===== config.mk =====
export PLATFORM = sky130hd
export DESIGN_NAME = two_class_age_ordered_queue_core_flat
export DESIGN_NICKNAME = d
export VERILOG_FILES = /design/src/sv/tacq_pkg.sv /design/src/sv/tacq_stream_if.sv /design/src/sv/tacq_cell.sv /design/src/sv/tacq_chain.sv /design/src/sv/two_class_age_ordered_queue_core.sv /design/src/flat_wrapper.sv
export SDC_FILE = /design/constraint.sdc
export NUM_CORES = 1
export LEC_CHECK = 0
export ABC_AREA = 1
export BUFFER_PORTS_ARGS = -buffer_cell sky130_fd_sc_hd__buf_2
export CORE_ASPECT_RATIO = 0.6
export CORE_MARGIN = 10
export CORE_UTILIZATION = 60
export CTS_CLUSTER_DIAMETER = 50
export DETAILED_ROUTE_END_ITERATION = 16
export HOLD_SLACK_MARGIN = 0.02
export PLACE_DENSITY_LB_ADDON = 0.15
export SYNTH_ARGS = -nofsm -noshare
export SYNTH_HDL_FRONTEND = slang
export SYNTH_SLANG_ARGS = --single-unit

===== constraint.sdc =====
create_clock -name clk -period 4.1 [get_ports clk]
set_clock_uncertainty 0.15 [all_clocks]
set_input_delay 0.205 -clock clk [delete_from_list [all_inputs] [get_ports clk]]
set_output_delay 0.205 -clock clk [all_outputs]
set_load 0.02 [all_outputs]

===== src/sv/tacq_pkg.sv =====
// Shared types and codes for the two-class age-ordered queue.
// No dependencies; every file that uses this package refers to it by scoped name.
`default_nettype none

package tacq_pkg;

    localparam int unsigned VALUE_W  = 8;
    localparam int unsigned ACTION_W = 3;
    localparam int unsigned STATUS_W = 2;

    localparam logic [ACTION_W-1:0] ACT_ADD_A    = 3'd0;
    localparam logic [ACTION_W-1:0] ACT_ADD_B    = 3'd1;
    localparam logic [ACTION_W-1:0] ACT_REMOVE_A = 3'd2;
    localparam logic [ACTION_W-1:0] ACT_REMOVE_B = 3'd3;
    localparam logic [ACTION_W-1:0] ACT_REMOVE_OLDEST = 3'd4;

    localparam logic [STATUS_W-1:0] ST_OK    = 2'd0;
    localparam logic [STATUS_W-1:0] ST_EMPTY = 2'd1;
    localparam logic [STATUS_W-1:0] ST_FULL  = 2'd2;

    localparam logic CLASS_A = 1'b0;
    localparam logic CLASS_B = 1'b1;

    typedef struct packed {
        logic [ACTION_W-1:0] action;
        logic [VALUE_W-1:0]  item_value;
    } cmd_beat_t;

    typedef struct packed {
        logic [VALUE_W-1:0]  out_value;
        logic [STATUS_W-1:0] status;
        logic                out_class;
    } rsp_beat_t;

    // per-class request into a chain
    typedef struct packed {
        logic push;
        logic pop;
    } chain_ctl_t;

    // occupancy flags back from a chain
    typedef struct packed {
        logic empty;
        logic full;
    } chain_stat_t;

    // per-cell control
    typedef struct packed {
        logic load;
        logic shift;
    } cell_ctl_t;

endpackage

`default_nettype wire


===== src/sv/tacq_stream_if.sv =====
// Valid/ready stream interface carrying one payload per beat.
// Payload type is supplied by the user, normally from tacq_pkg.
`default_nettype none

interface tacq_stream_if #(
    parameter type payload_t = logic
);
    logic     valid;
    logic     ready;
    payload_t payload;

    modport source (output valid, output payload, input ready);
    modport sink   (input valid, input payload, output ready);
endinterface

`default_nettype wire


===== src/sv/tacq_cell.sv =====
// One storage cell of a class chain: a value and its arrival stamp.
// Depends on tacq_pkg for the cell control struct and value width.
`default_nettype none

module tacq_cell #(
    parameter int unsigned STAMP_BITS = 8
) (
    input  wire logic                          clk,
    input  wire tacq_pkg::cell_ctl_t           ctl,
    input  wire logic [tacq_pkg::VALUE_W-1:0]  push_value,
    input  wire logic [STAMP_BITS-1:0]         push_stamp,
    input  wire logic [tacq_pkg::VALUE_W-1:0]  next_value,
    input  wire logic [STAMP_BITS-1:0]         next_stamp,
    output logic      [tacq_pkg::VALUE_W-1:0]  value,
    output logic      [STAMP_BITS-1:0]         stamp
);

    logic [tacq_pkg::VALUE_W-1:0] value_reg;
    logic [STAMP_BITS-1:0]        stamp_reg;

    always_ff @(posedge clk)
    begin
        if (ctl.shift)
        begin
            value_reg <= next_value;
            stamp_reg <= next_stamp;
        end
        else if (ctl.load)
        begin
            value_reg <= push_value;
            stamp_reg <= push_stamp;
        end
    end

    assign value = value_reg;
    assign stamp = stamp_reg;

endmodule

`default_nettype wire


===== src/sv/tacq_chain.sv =====
// One class FIFO built as a row of cells; the head always sits in cell 0.
// A push loads the first free cell, a pop moves every cell one place down.
// Depends on tacq_pkg and tacq_cell.
`default_nettype none

module tacq_chain #(
    parameter int unsigned DEPTH      = 16,
    parameter int unsigned STAMP_BITS = 8
) (
    input  wire logic                          clk,
    input  wire logic                          rst_n,
    input  wire tacq_pkg::chain_ctl_t          ctl,
    input  wire logic [tacq_pkg::VALUE_W-1:0]  push_value,
    input  wire logic [STAMP_BITS-1:0]         push_stamp,
    output tacq_pkg::chain_stat_t              stat,
    output logic      [tacq_pkg::VALUE_W-1:0]  head_value,
    output logic      [STAMP_BITS-1:0]         head_stamp
);

    localparam int unsigned CNT_W = $clog2(DEPTH + 1);

    logic [CNT_W-1:0] count_reg;
    logic [CNT_W-1:0] count_next;

    logic [tacq_pkg::VALUE_W-1:0] cell_value [DEPTH+1];
    logic [STAMP_BITS-1:0]        cell_stamp [DEPTH+1];

    // beyond the tail: shifted into the last cell, never read as live data
    assign cell_value[DEPTH] = '0;
    assign cell_stamp[DEPTH] = '0;

    for (genvar i = 0; i < DEPTH; i++)
    begin : g_cell
        tacq_pkg::cell_ctl_t cctl;

        always_comb
        begin
            cctl.shift = ctl.pop;
            cctl.load  = ctl.push && (count_reg == CNT_W'(i));
        end

        tacq_cell #(
            .STAMP_BITS (STAMP_BITS)
        ) u_cell (
            .clk        (clk),
            .ctl        (cctl),
            .push_value (push_value),
            .push_stamp (push_stamp),
            .next_value (cell_value[i+1]),
            .next_stamp (cell_stamp[i+1]),
            .value      (cell_value[i]),
            .stamp      (cell_stamp[i])
        );
    end

    always_comb
    begin
        count_next = count_reg;
        if (ctl.push)
        begin
            count_next = count_reg + CNT_W'(1);
        end
        else if (ctl.pop)
        begin
            count_next = count_reg - CNT_W'(1);
        end
    end

    always_ff @(posedge clk or negedge rst_n)
    begin
        if (!rst_n)
        begin
            count_reg <= '0;
        end
        else
        begin
            count_reg <= count_next;
        end
    end

    always_comb
    begin
        stat.empty = (count_reg == '0);
        stat.full  = (count_reg == CNT_W'(DEPTH));
    end

    assign head_value = cell_value[0];
    assign head_stamp = cell_stamp[0];

endmodule

`default_nettype wire


===== src/sv/two_class_age_ordered_queue_core.sv =====
// Two-class age-ordered queue: two cell-chain FIFOs, shared arrival stamp counter.
// Usage:
//   cmd carries one action per beat: add to class A or B, remove the head of
//   class A or B, or remove the older of the two heads (modular stamp
//   comparison, class B wins a tie). Every cmd beat yields exactly one rsp
//   beat with the dequeued value, a status (ok, empty, full) and the class.
//   The response is registered. One cmd beat is taken
//   every cycle while rsp is drained; each per-class chain pops with a
//   single shift of its cells since the head always sits in the first cell.
//   The rsp side is an output register backed by one skid register, so a
//   cmd beat is still taken in the cycle the receiver first stalls; cmd
//   ready drops only once both are full, and order is always kept.
//   Adding to a full class drops the value and reports full; removing from
//   an empty class reports empty and leaves the state alone.
//   Reset (rst_n, asynchronous, active low) empties both classes, zeroes the
//   stamp counter and clears the response registers; no clearing pass.
// Depends on tacq_pkg, tacq_stream_if and tacq_chain.
`default_nettype none

module two_class_age_ordered_queue_core #(
    parameter int unsigned DEPTH      = 16,
    parameter int unsigned STAMP_BITS = 8
) (
    input  wire logic clk,
    input  wire logic rst_n,
    tacq_stream_if.sink   cmd,
    tacq_stream_if.source rsp
);

    tacq_pkg::cmd_beat_t   beat;
    tacq_pkg::chain_ctl_t  ctl_a, ctl_b;
    tacq_pkg::chain_stat_t stat_a, stat_b;
    logic [tacq_pkg::VALUE_W-1:0] head_value_a, head_value_b;
    logic [STAMP_BITS-1:0]        head_stamp_a, head_stamp_b;
    logic [STAMP_BITS-1:0]        stamp_diff;
    logic                         a_older;
    logic                         cmd_fire;
    logic                         pick_a, pick_b;
    tacq_pkg::rsp_beat_t          result;

    logic [STAMP_BITS-1:0] arrival_stamp_reg;
    logic                  rsp_valid_reg;
    tacq_pkg::rsp_beat_t   rsp_reg;
    logic                  skid_valid_reg;
    tacq_pkg::rsp_beat_t   skid_reg;

    assign beat      = cmd.payload;
    assign cmd.ready = !skid_valid_reg;
    assign cmd_fire  = cmd.valid && !skid_valid_reg;

    // head A older when (B - A) mod 2^n is non-zero and below half range
    assign stamp_diff = head_stamp_b - head_stamp_a;
    assign a_older    = (stamp_diff != '0) && !stamp_diff[STAMP_BITS-1];

    always_comb
    begin
        ctl_a         = '0;
        ctl_b         = '0;
        pick_a        = 1'b0;
        pick_b        = 1'b0;
        result        = '0;
        result.status = tacq_pkg::ST_OK;
        unique case (beat.action)
            tacq_pkg::ACT_ADD_A:
            begin
                if (stat_a.full)
                    result.status = tacq_pkg::ST_FULL;
                else
                    ctl_a.push = cmd_fire;
            end
            tacq_pkg::ACT_ADD_B:
            begin
                if (stat_b.full)
                    result.status = tacq_pkg::ST_FULL;
                else
                    ctl_b.push = cmd_fire;
            end
            tacq_pkg::ACT_REMOVE_A:
            begin
                if (stat_a.empty)
                    result.status = tacq_pkg::ST_EMPTY;
                else
                    pick_a = 1'b1;
            end
            tacq_pkg::ACT_REMOVE_B:
            begin
                if (stat_b.empty)
                    result.status = tacq_pkg::ST_EMPTY;
                else
                    pick_b = 1'b1;
            end
            tacq_pkg::ACT_REMOVE_OLDEST:
            begin
                if (stat_a.empty && stat_b.empty)
                    result.status = tacq_pkg::ST_EMPTY;
                else if (stat_b.empty)
                    pick_a = 1'b1;
                else if (stat_a.empty)
                    pick_b = 1'b1;
                else if (a_older)
                    pick_a = 1'b1;
                else
                    pick_b = 1'b1;
            end
            default:
            begin
                result.status = tacq_pkg::ST_OK;
            end
        endcase

        ctl_a.pop = pick_a && cmd_fire;
        ctl_b.pop = pick_b && cmd_fire;
        if (pick_a)
        begin
            result.out_value = head_value_a;
            result.out_class = tacq_pkg::CLASS_A;
        end
        else if (pick_b)
        begin
            result.out_value = head_value_b;
            result.out_class = tacq_pkg::CLASS_B;
        end
    end

    tacq_chain #(
        .DEPTH      (DEPTH),
        .STAMP_BITS (STAMP_BITS)
    ) u_chain_a (
        .clk        (clk),
        .rst_n      (rst_n),
        .ctl        (ctl_a),
        .push_value (beat.item_value),
        .push_stamp (arrival_stamp_reg),
        .stat       (stat_a),
        .head_value (head_value_a),
        .head_stamp (head_stamp_a)
    );

    tacq_chain #(
        .DEPTH      (DEPTH),
        .STAMP_BITS (STAMP_BITS)
    ) u_chain_b (
        .clk        (clk),
        .rst_n      (rst_n),
        .ctl        (ctl_b),
        .push_value (beat.item_value),
        .push_stamp (arrival_stamp_reg),
        .stat       (stat_b),
        .head_value (head_value_b),
        .head_stamp (head_stamp_b)
    );

    always_ff @(posedge clk or negedge rst_n)
    begin
        if (!rst_n)
        begin
            arrival_stamp_reg <= '0;
        end
        else if (ctl_a.push || ctl_b.push)
        begin
            arrival_stamp_reg <= arrival_stamp_reg + STAMP_BITS'(1);
        end
    end

    // output register with a one-beat skid behind it
    always_ff @(posedge clk or negedge rst_n)
    begin
        if (!rst_n)
        begin
            rsp_valid_reg  <= 1'b0;
            skid_valid_reg <= 1'b0;
            rsp_reg        <= '0;
            skid_reg       <= '0;
        end
        else if (!rsp_valid_reg || rsp.ready)
        begin
            if (skid_valid_reg)
            begin
                rsp_valid_reg  <= 1'b1;
                rsp_reg        <= skid_reg;
                skid_valid_reg <= 1'b0;
            end
            else
            begin
                rsp_valid_reg <= cmd_fire;
                if (cmd_fire)
                    rsp_reg <= result;
            end
        end
        else if (cmd_fire)
        begin
            skid_valid_reg <= 1'b1;
            skid_reg       <= result;
        end
    end

    assign rsp.valid   = rsp_valid_reg;
    assign rsp.payload = rsp_reg;

endmodule

`default_nettype wire


===== src/flat_wrapper.sv =====
// flat-port wrapper written by rule: the top's interface ports become plain ports
module two_class_age_ordered_queue_core_flat 
#(
    parameter int unsigned DEPTH      = 16,
    parameter int unsigned STAMP_BITS = 8
)
  (clk, rst_n, cmd_valid, cmd_payload, cmd_ready, rsp_valid, rsp_payload, rsp_ready);
  tacq_stream_if #(.payload_t(tacq_pkg::cmd_beat_t)) cmd_i ();
  tacq_stream_if #(.payload_t(tacq_pkg::rsp_beat_t)) rsp_i ();
  input  wire logic clk;
  input  wire logic rst_n;
  input wire logic [$bits(cmd_i.valid)-1:0] cmd_valid;
  input wire logic [$bits(cmd_i.payload)-1:0] cmd_payload;
  output wire logic [$bits(cmd_i.ready)-1:0] cmd_ready;
  output wire logic [$bits(rsp_i.valid)-1:0] rsp_valid;
  output wire logic [$bits(rsp_i.payload)-1:0] rsp_payload;
  input wire logic [$bits(rsp_i.ready)-1:0] rsp_ready;
  assign cmd_i.valid = cmd_valid;
  assign cmd_i.payload = cmd_payload;
  assign cmd_ready = cmd_i.ready;
  assign rsp_valid = rsp_i.valid;
  assign rsp_payload = rsp_i.payload;
  assign rsp_i.ready = rsp_ready;
  two_class_age_ordered_queue_core #(.DEPTH(DEPTH), .STAMP_BITS(STAMP_BITS)) u_core (.clk(clk), .rst_n(rst_n), .cmd(cmd_i), .rsp(rsp_i));
endmodule

==> reports/results.txt <==
The run gives 56 as the floorplan row count. The worst min-delay path category was primary input to register. Using the TritonRoute via totals, the vias-per-cell ratio works out to 5.57.

The tools report the launch point of the worst hold path as cmd_payload[8]. The fraction of final layout cells with drive strength greater than 1 is 0.0831, and the fraction of the cycle the final worst path needs is 0.900. For this run, the detailed router's first-pass iteration total came to 5. Summed over all instances, the cell type with the most area after synthesis is edfxtp_1. The leading register cell type out of synthesis was edfxtp_1. The worst register-to-register path begins at u_core.u_chain_a.g_cell[0].u_cell.stamp[0]$_DFFE_PP_. The final core area utilization was 0.658.

At the later pin of the worst-skew pair, clock insertion delay measures 0.57 ns. The net count of the finished layout is 2233. Routability-driven placement finished with a final weighted congestion of 0.863. The analysis attributes to cell leakage a power of 9.75 nW. The logs give 4.37 ns for the critical path data required time and 2 for the initial antenna violation count.

In this run, CTS created clock tree buffers numbering 49. Counting every net in the synthesized netlist gives 2226. The logs give 14600 for the number of global-route vias before repair and 48500 um for the final routed wirelength across all metal layers.

The H-tree was split into 2 levels. Entering global routing, the biggest net connects 131 pins. The DRC violation count after routing is 0, and the count of buffers from port buffering is 27. Post-layout minimum cycle time: 3.69 ns. For the final-report max-slew violation count, the log shows 0. In this run, synthesis produced a sequential element count of 554. The number of gates resized after CTS was 0. The vertical extent of the die is 174 um. The tools report the capture instance of the worst register-to-register path as u_core.u_chain_a.g_cell[8].u_cell.stamp[2]$_DFFE_PP_. The worst setup path is launched from a register. The final-report hold violation count was 0; the maximum fanout encountered on the critical timing path was 65. Area of the core: 0.0390 mm^2. The tools report the post-synthesis sequential area ratio as 0.683. The multi-input combinational cell area is 0.00635 mm^2. The tools report the capture endpoint of the worst hold path as u_core.skid_reg[1]$_DFFE_PN0P_. The fraction of synthesized cell area taken by the top area cell type works out to 0.611. The full die area came out at 0.0479 mm^2. The worst slew slack as a fraction of its limit was 0.319; the slew at the pin with the worst max-slew slack was 1.02 ns. TritonCTS built the clock tree. The run gives 3 as the maximum buffer depth of the clock tree.

Average wire per cell in the routed design: 17.6 um. Dominant cell by count in the synthesized netlist: nand2_1. For this design the top-level I/O count stands at 28. For the count of antenna-violating nets left after detailed routing, the log shows 0.

Sorting the synthesized cells by area gives the leading types as edfxtp_1, nand2_1, nand3_1, dfrtp_1, dfxtp_1. The area growth from synthesis to layout is 8.69%. The logs give 38 for the number of distinct library cell variants in the gate-level netlist after synthesis and 271 MHz for the highest clock frequency the design can meet. The root buffer cell chosen for the clock tree is clkbuf_16. For the number of DRC markers after the initial detailed-route iteration, the log shows 1843. The worst setup path is captured at a register. For this design, the sink count on the clock tree is 554.

Setup violations remaining at the end of the flow were counted as 0. Counting instances, the worst hold path has a depth of 4. The total congestion overflow after global routing came out at 0.

Sorting the synthesized cells by how often they occur yields nand2_1, edfxtp_1, nand3_1. The layout has 3036 filler cells. The share of synthesized registers carrying an async set or reset was 0.0758; the number of vias after detailed routing was 15400.

Dividing total power by cell area gives a power density of 556 mW/mm^2. At the worst endpoint, the arrival time is 3.96 ns. The first global-routing pass estimated 79300 um of wire. The worst register-to-register path has a depth of 18. For this run, the number of Yosys warnings is 0. The post-synthesis instance area is 0.0236 mm^2.

Yosys mapped a number of flops with a built-in enable equal to 480. Across the run, the number of max-cap violations was 0. Setup total negative slack on the finished layout was measured at 0 ns. The number of buffers inserted for hold repair after clock tree synthesis was 15. The reg-to-reg setup timing slack is 0.41 ns, and the initial core utilization is 0.606. Setup repair after global routing left no endpoint under its margin. The number of post-CTS setup repair buffers is 0, and the highest ir drop seen on vdd is 0.353 mV. The setup path with the least slack is of type register to register. In this run the horizontal extent of the chip is 276 um. Detailed placement finished with a half-perimeter wire length of 31500 um. The synthesized netlist cell count was 2190; the combined flip-flop and latch cell area was 0.0161 mm^2. The flow ran to the end, and the final reports show no timing, DRC or antenna violations. The mean instance size in the synthesized netlist was 10.8 um^2; the smallest hold slack was 0.0718 ns. After clock tree synthesis, the clock-pin slew on the worst setup and hold paths is 0.07 ns. The global-route usage over all layers was 0.200.
[critical path, cell delays in order, from the launching register on]
cell and delay (ns):
edfxtp_1 0.37, ha_1 0.24, fa_1 0.46, inv_1 0.07, nand2_1 0.06, nand2_1 0.11
nand3b_1 0.12, nand3_1 0.09, nand2_1 0.05, nand3_1 0.07, nand2_1 0.09, nand2_1 0.13
nand2_1 0.11, nand2_4 0.15, nand2_4 0.23, inv_6 0.50, buf_12 0.31, nand2_1 0.10
nand2_1 0.07
[logic make-up after synthesis]
| logic type | after synthesis | share of synthesized area |
|---|---|---|
| multiplexers | 1 | 0.000477 |
| XOR/XNOR | 18 | 0.00668 |
| AO/OA/AOI/OAI | 108 | 0.0248 |
| flip-flops | 554 | 0.683 |
| AND/OR/NAND/NOR | 1276 | 0.225 |
| buffers and inverters | 212 | 0.0488 |
| adder cells (fa/ha/maj) | 21 | 0.0115 |
[area by class of cell]
| cell class | instances | share of cell area |
|---|---|---|
| antenna | 2 | 0.000195 |
| tap | 522 | 0.0255 |
| timing repair buffer | 98 | 0.0295 |
| sequential | 554 | 0.628 |
| inverter | 70 | 0.0104 |
| multi-input combinational | 1424 | 0.248 |
| clock buffer | 69 | 0.0532 |
| clock inverter | 22 | 0.00527 |
[where the power goes]
part           leakage [nW]  total [mW]  internal (mW)  switching [mW]
clock network         0.736        4.38           2.39            1.98
registers              5.11        7.29           7.02           0.269
logic                  3.90        2.59          0.706            1.89
total                  9.75        14.3           10.1            4.14
[how the worst max path moves through the flow]
stage	startpoint	to	slack [ns]
finish	u_core.u_chain_a.g_cell[0].u_cell.stamp[0]$_DFFE_PP_	u_core.u_chain_a.g_cell[8].u_cell.stamp[2]$_DFFE_PP_	0.41
CTS	u_core.u_chain_a.g_cell[0].u_cell.stamp[0]$_DFFE_PP_	u_core.u_chain_a.g_cell[9].u_cell.stamp[4]$_DFFE_PP_	0.45
detailed placement	u_core.u_chain_a.g_cell[0].u_cell.stamp[0]$_DFFE_PP_	u_core.u_chain_a.g_cell[9].u_cell.stamp[4]$_DFFE_PP_	0.47
floorplan	u_core.u_chain_a.g_cell[0].u_cell.stamp[0]$_DFFE_PP_	u_core.u_chain_a.g_cell[4].u_cell.stamp[0]$_DFFE_PP_	0.76
global placement	u_core.u_chain_b.g_cell[0].u_cell.stamp[0]$_DFFE_PP_	u_core.u_chain_a.g_cell[9].u_cell.stamp[4]$_DFFE_PP_	0.56
global route	u_core.u_chain_b.g_cell[0].u_cell.stamp[0]$_DFFE_PP_	u_core.u_chain_a.g_cell[9].u_cell.stamp[4]$_DFFE_PP_	0.13
[layer usage]
| metal | track usage | vias to the layer above | part of all wire |
|---|---|---|---|
| li1 | - | 7393 | - |
| met1 | 0.317 | 7466 | 0.50 |
| met2 | 0.285 | 466 | 0.42 |
| met3 | 0.0298 | 50 | 0.066 |
| met4 | 0.0395 | 0 | 0.013 |
| met5 | 0 | - | 0 |
[through the flow]
stage	std cells	setup WS [ns]	power, mW	cell area [um^2]
after floorplan	2190	0.763	9.23	23600
after global placement	2653	0.562	9.91	24000
after detailed placement	2653	0.469	9.99	24000
after CTS	2759	0.448	14.3	25600
after global routing	2761	0.128	15.0	25600
final	2761	0.409	14.3	25600
[placed cells by master (no fill, tap or decap), types with 11 or more instances in the layout]
cell type      instances
xor2_1                15
nor2_1                24
a21oi_1               33
ha_1                  20
nand2_1              902
inv_1                 63
nand3_1              299
o21ai_1               29
nand2_2               25
dfrtp_1               42
dlygate4sd3_1         15
edfxtp_1             480
buf_2                 27
buf_4                 52
clkinv_1              11
clkbuf_16             52
dfxtp_1               32
clkbuf_1              17
o21ai_0               28
Note: power is estimated with default switching activity, not from simulation.
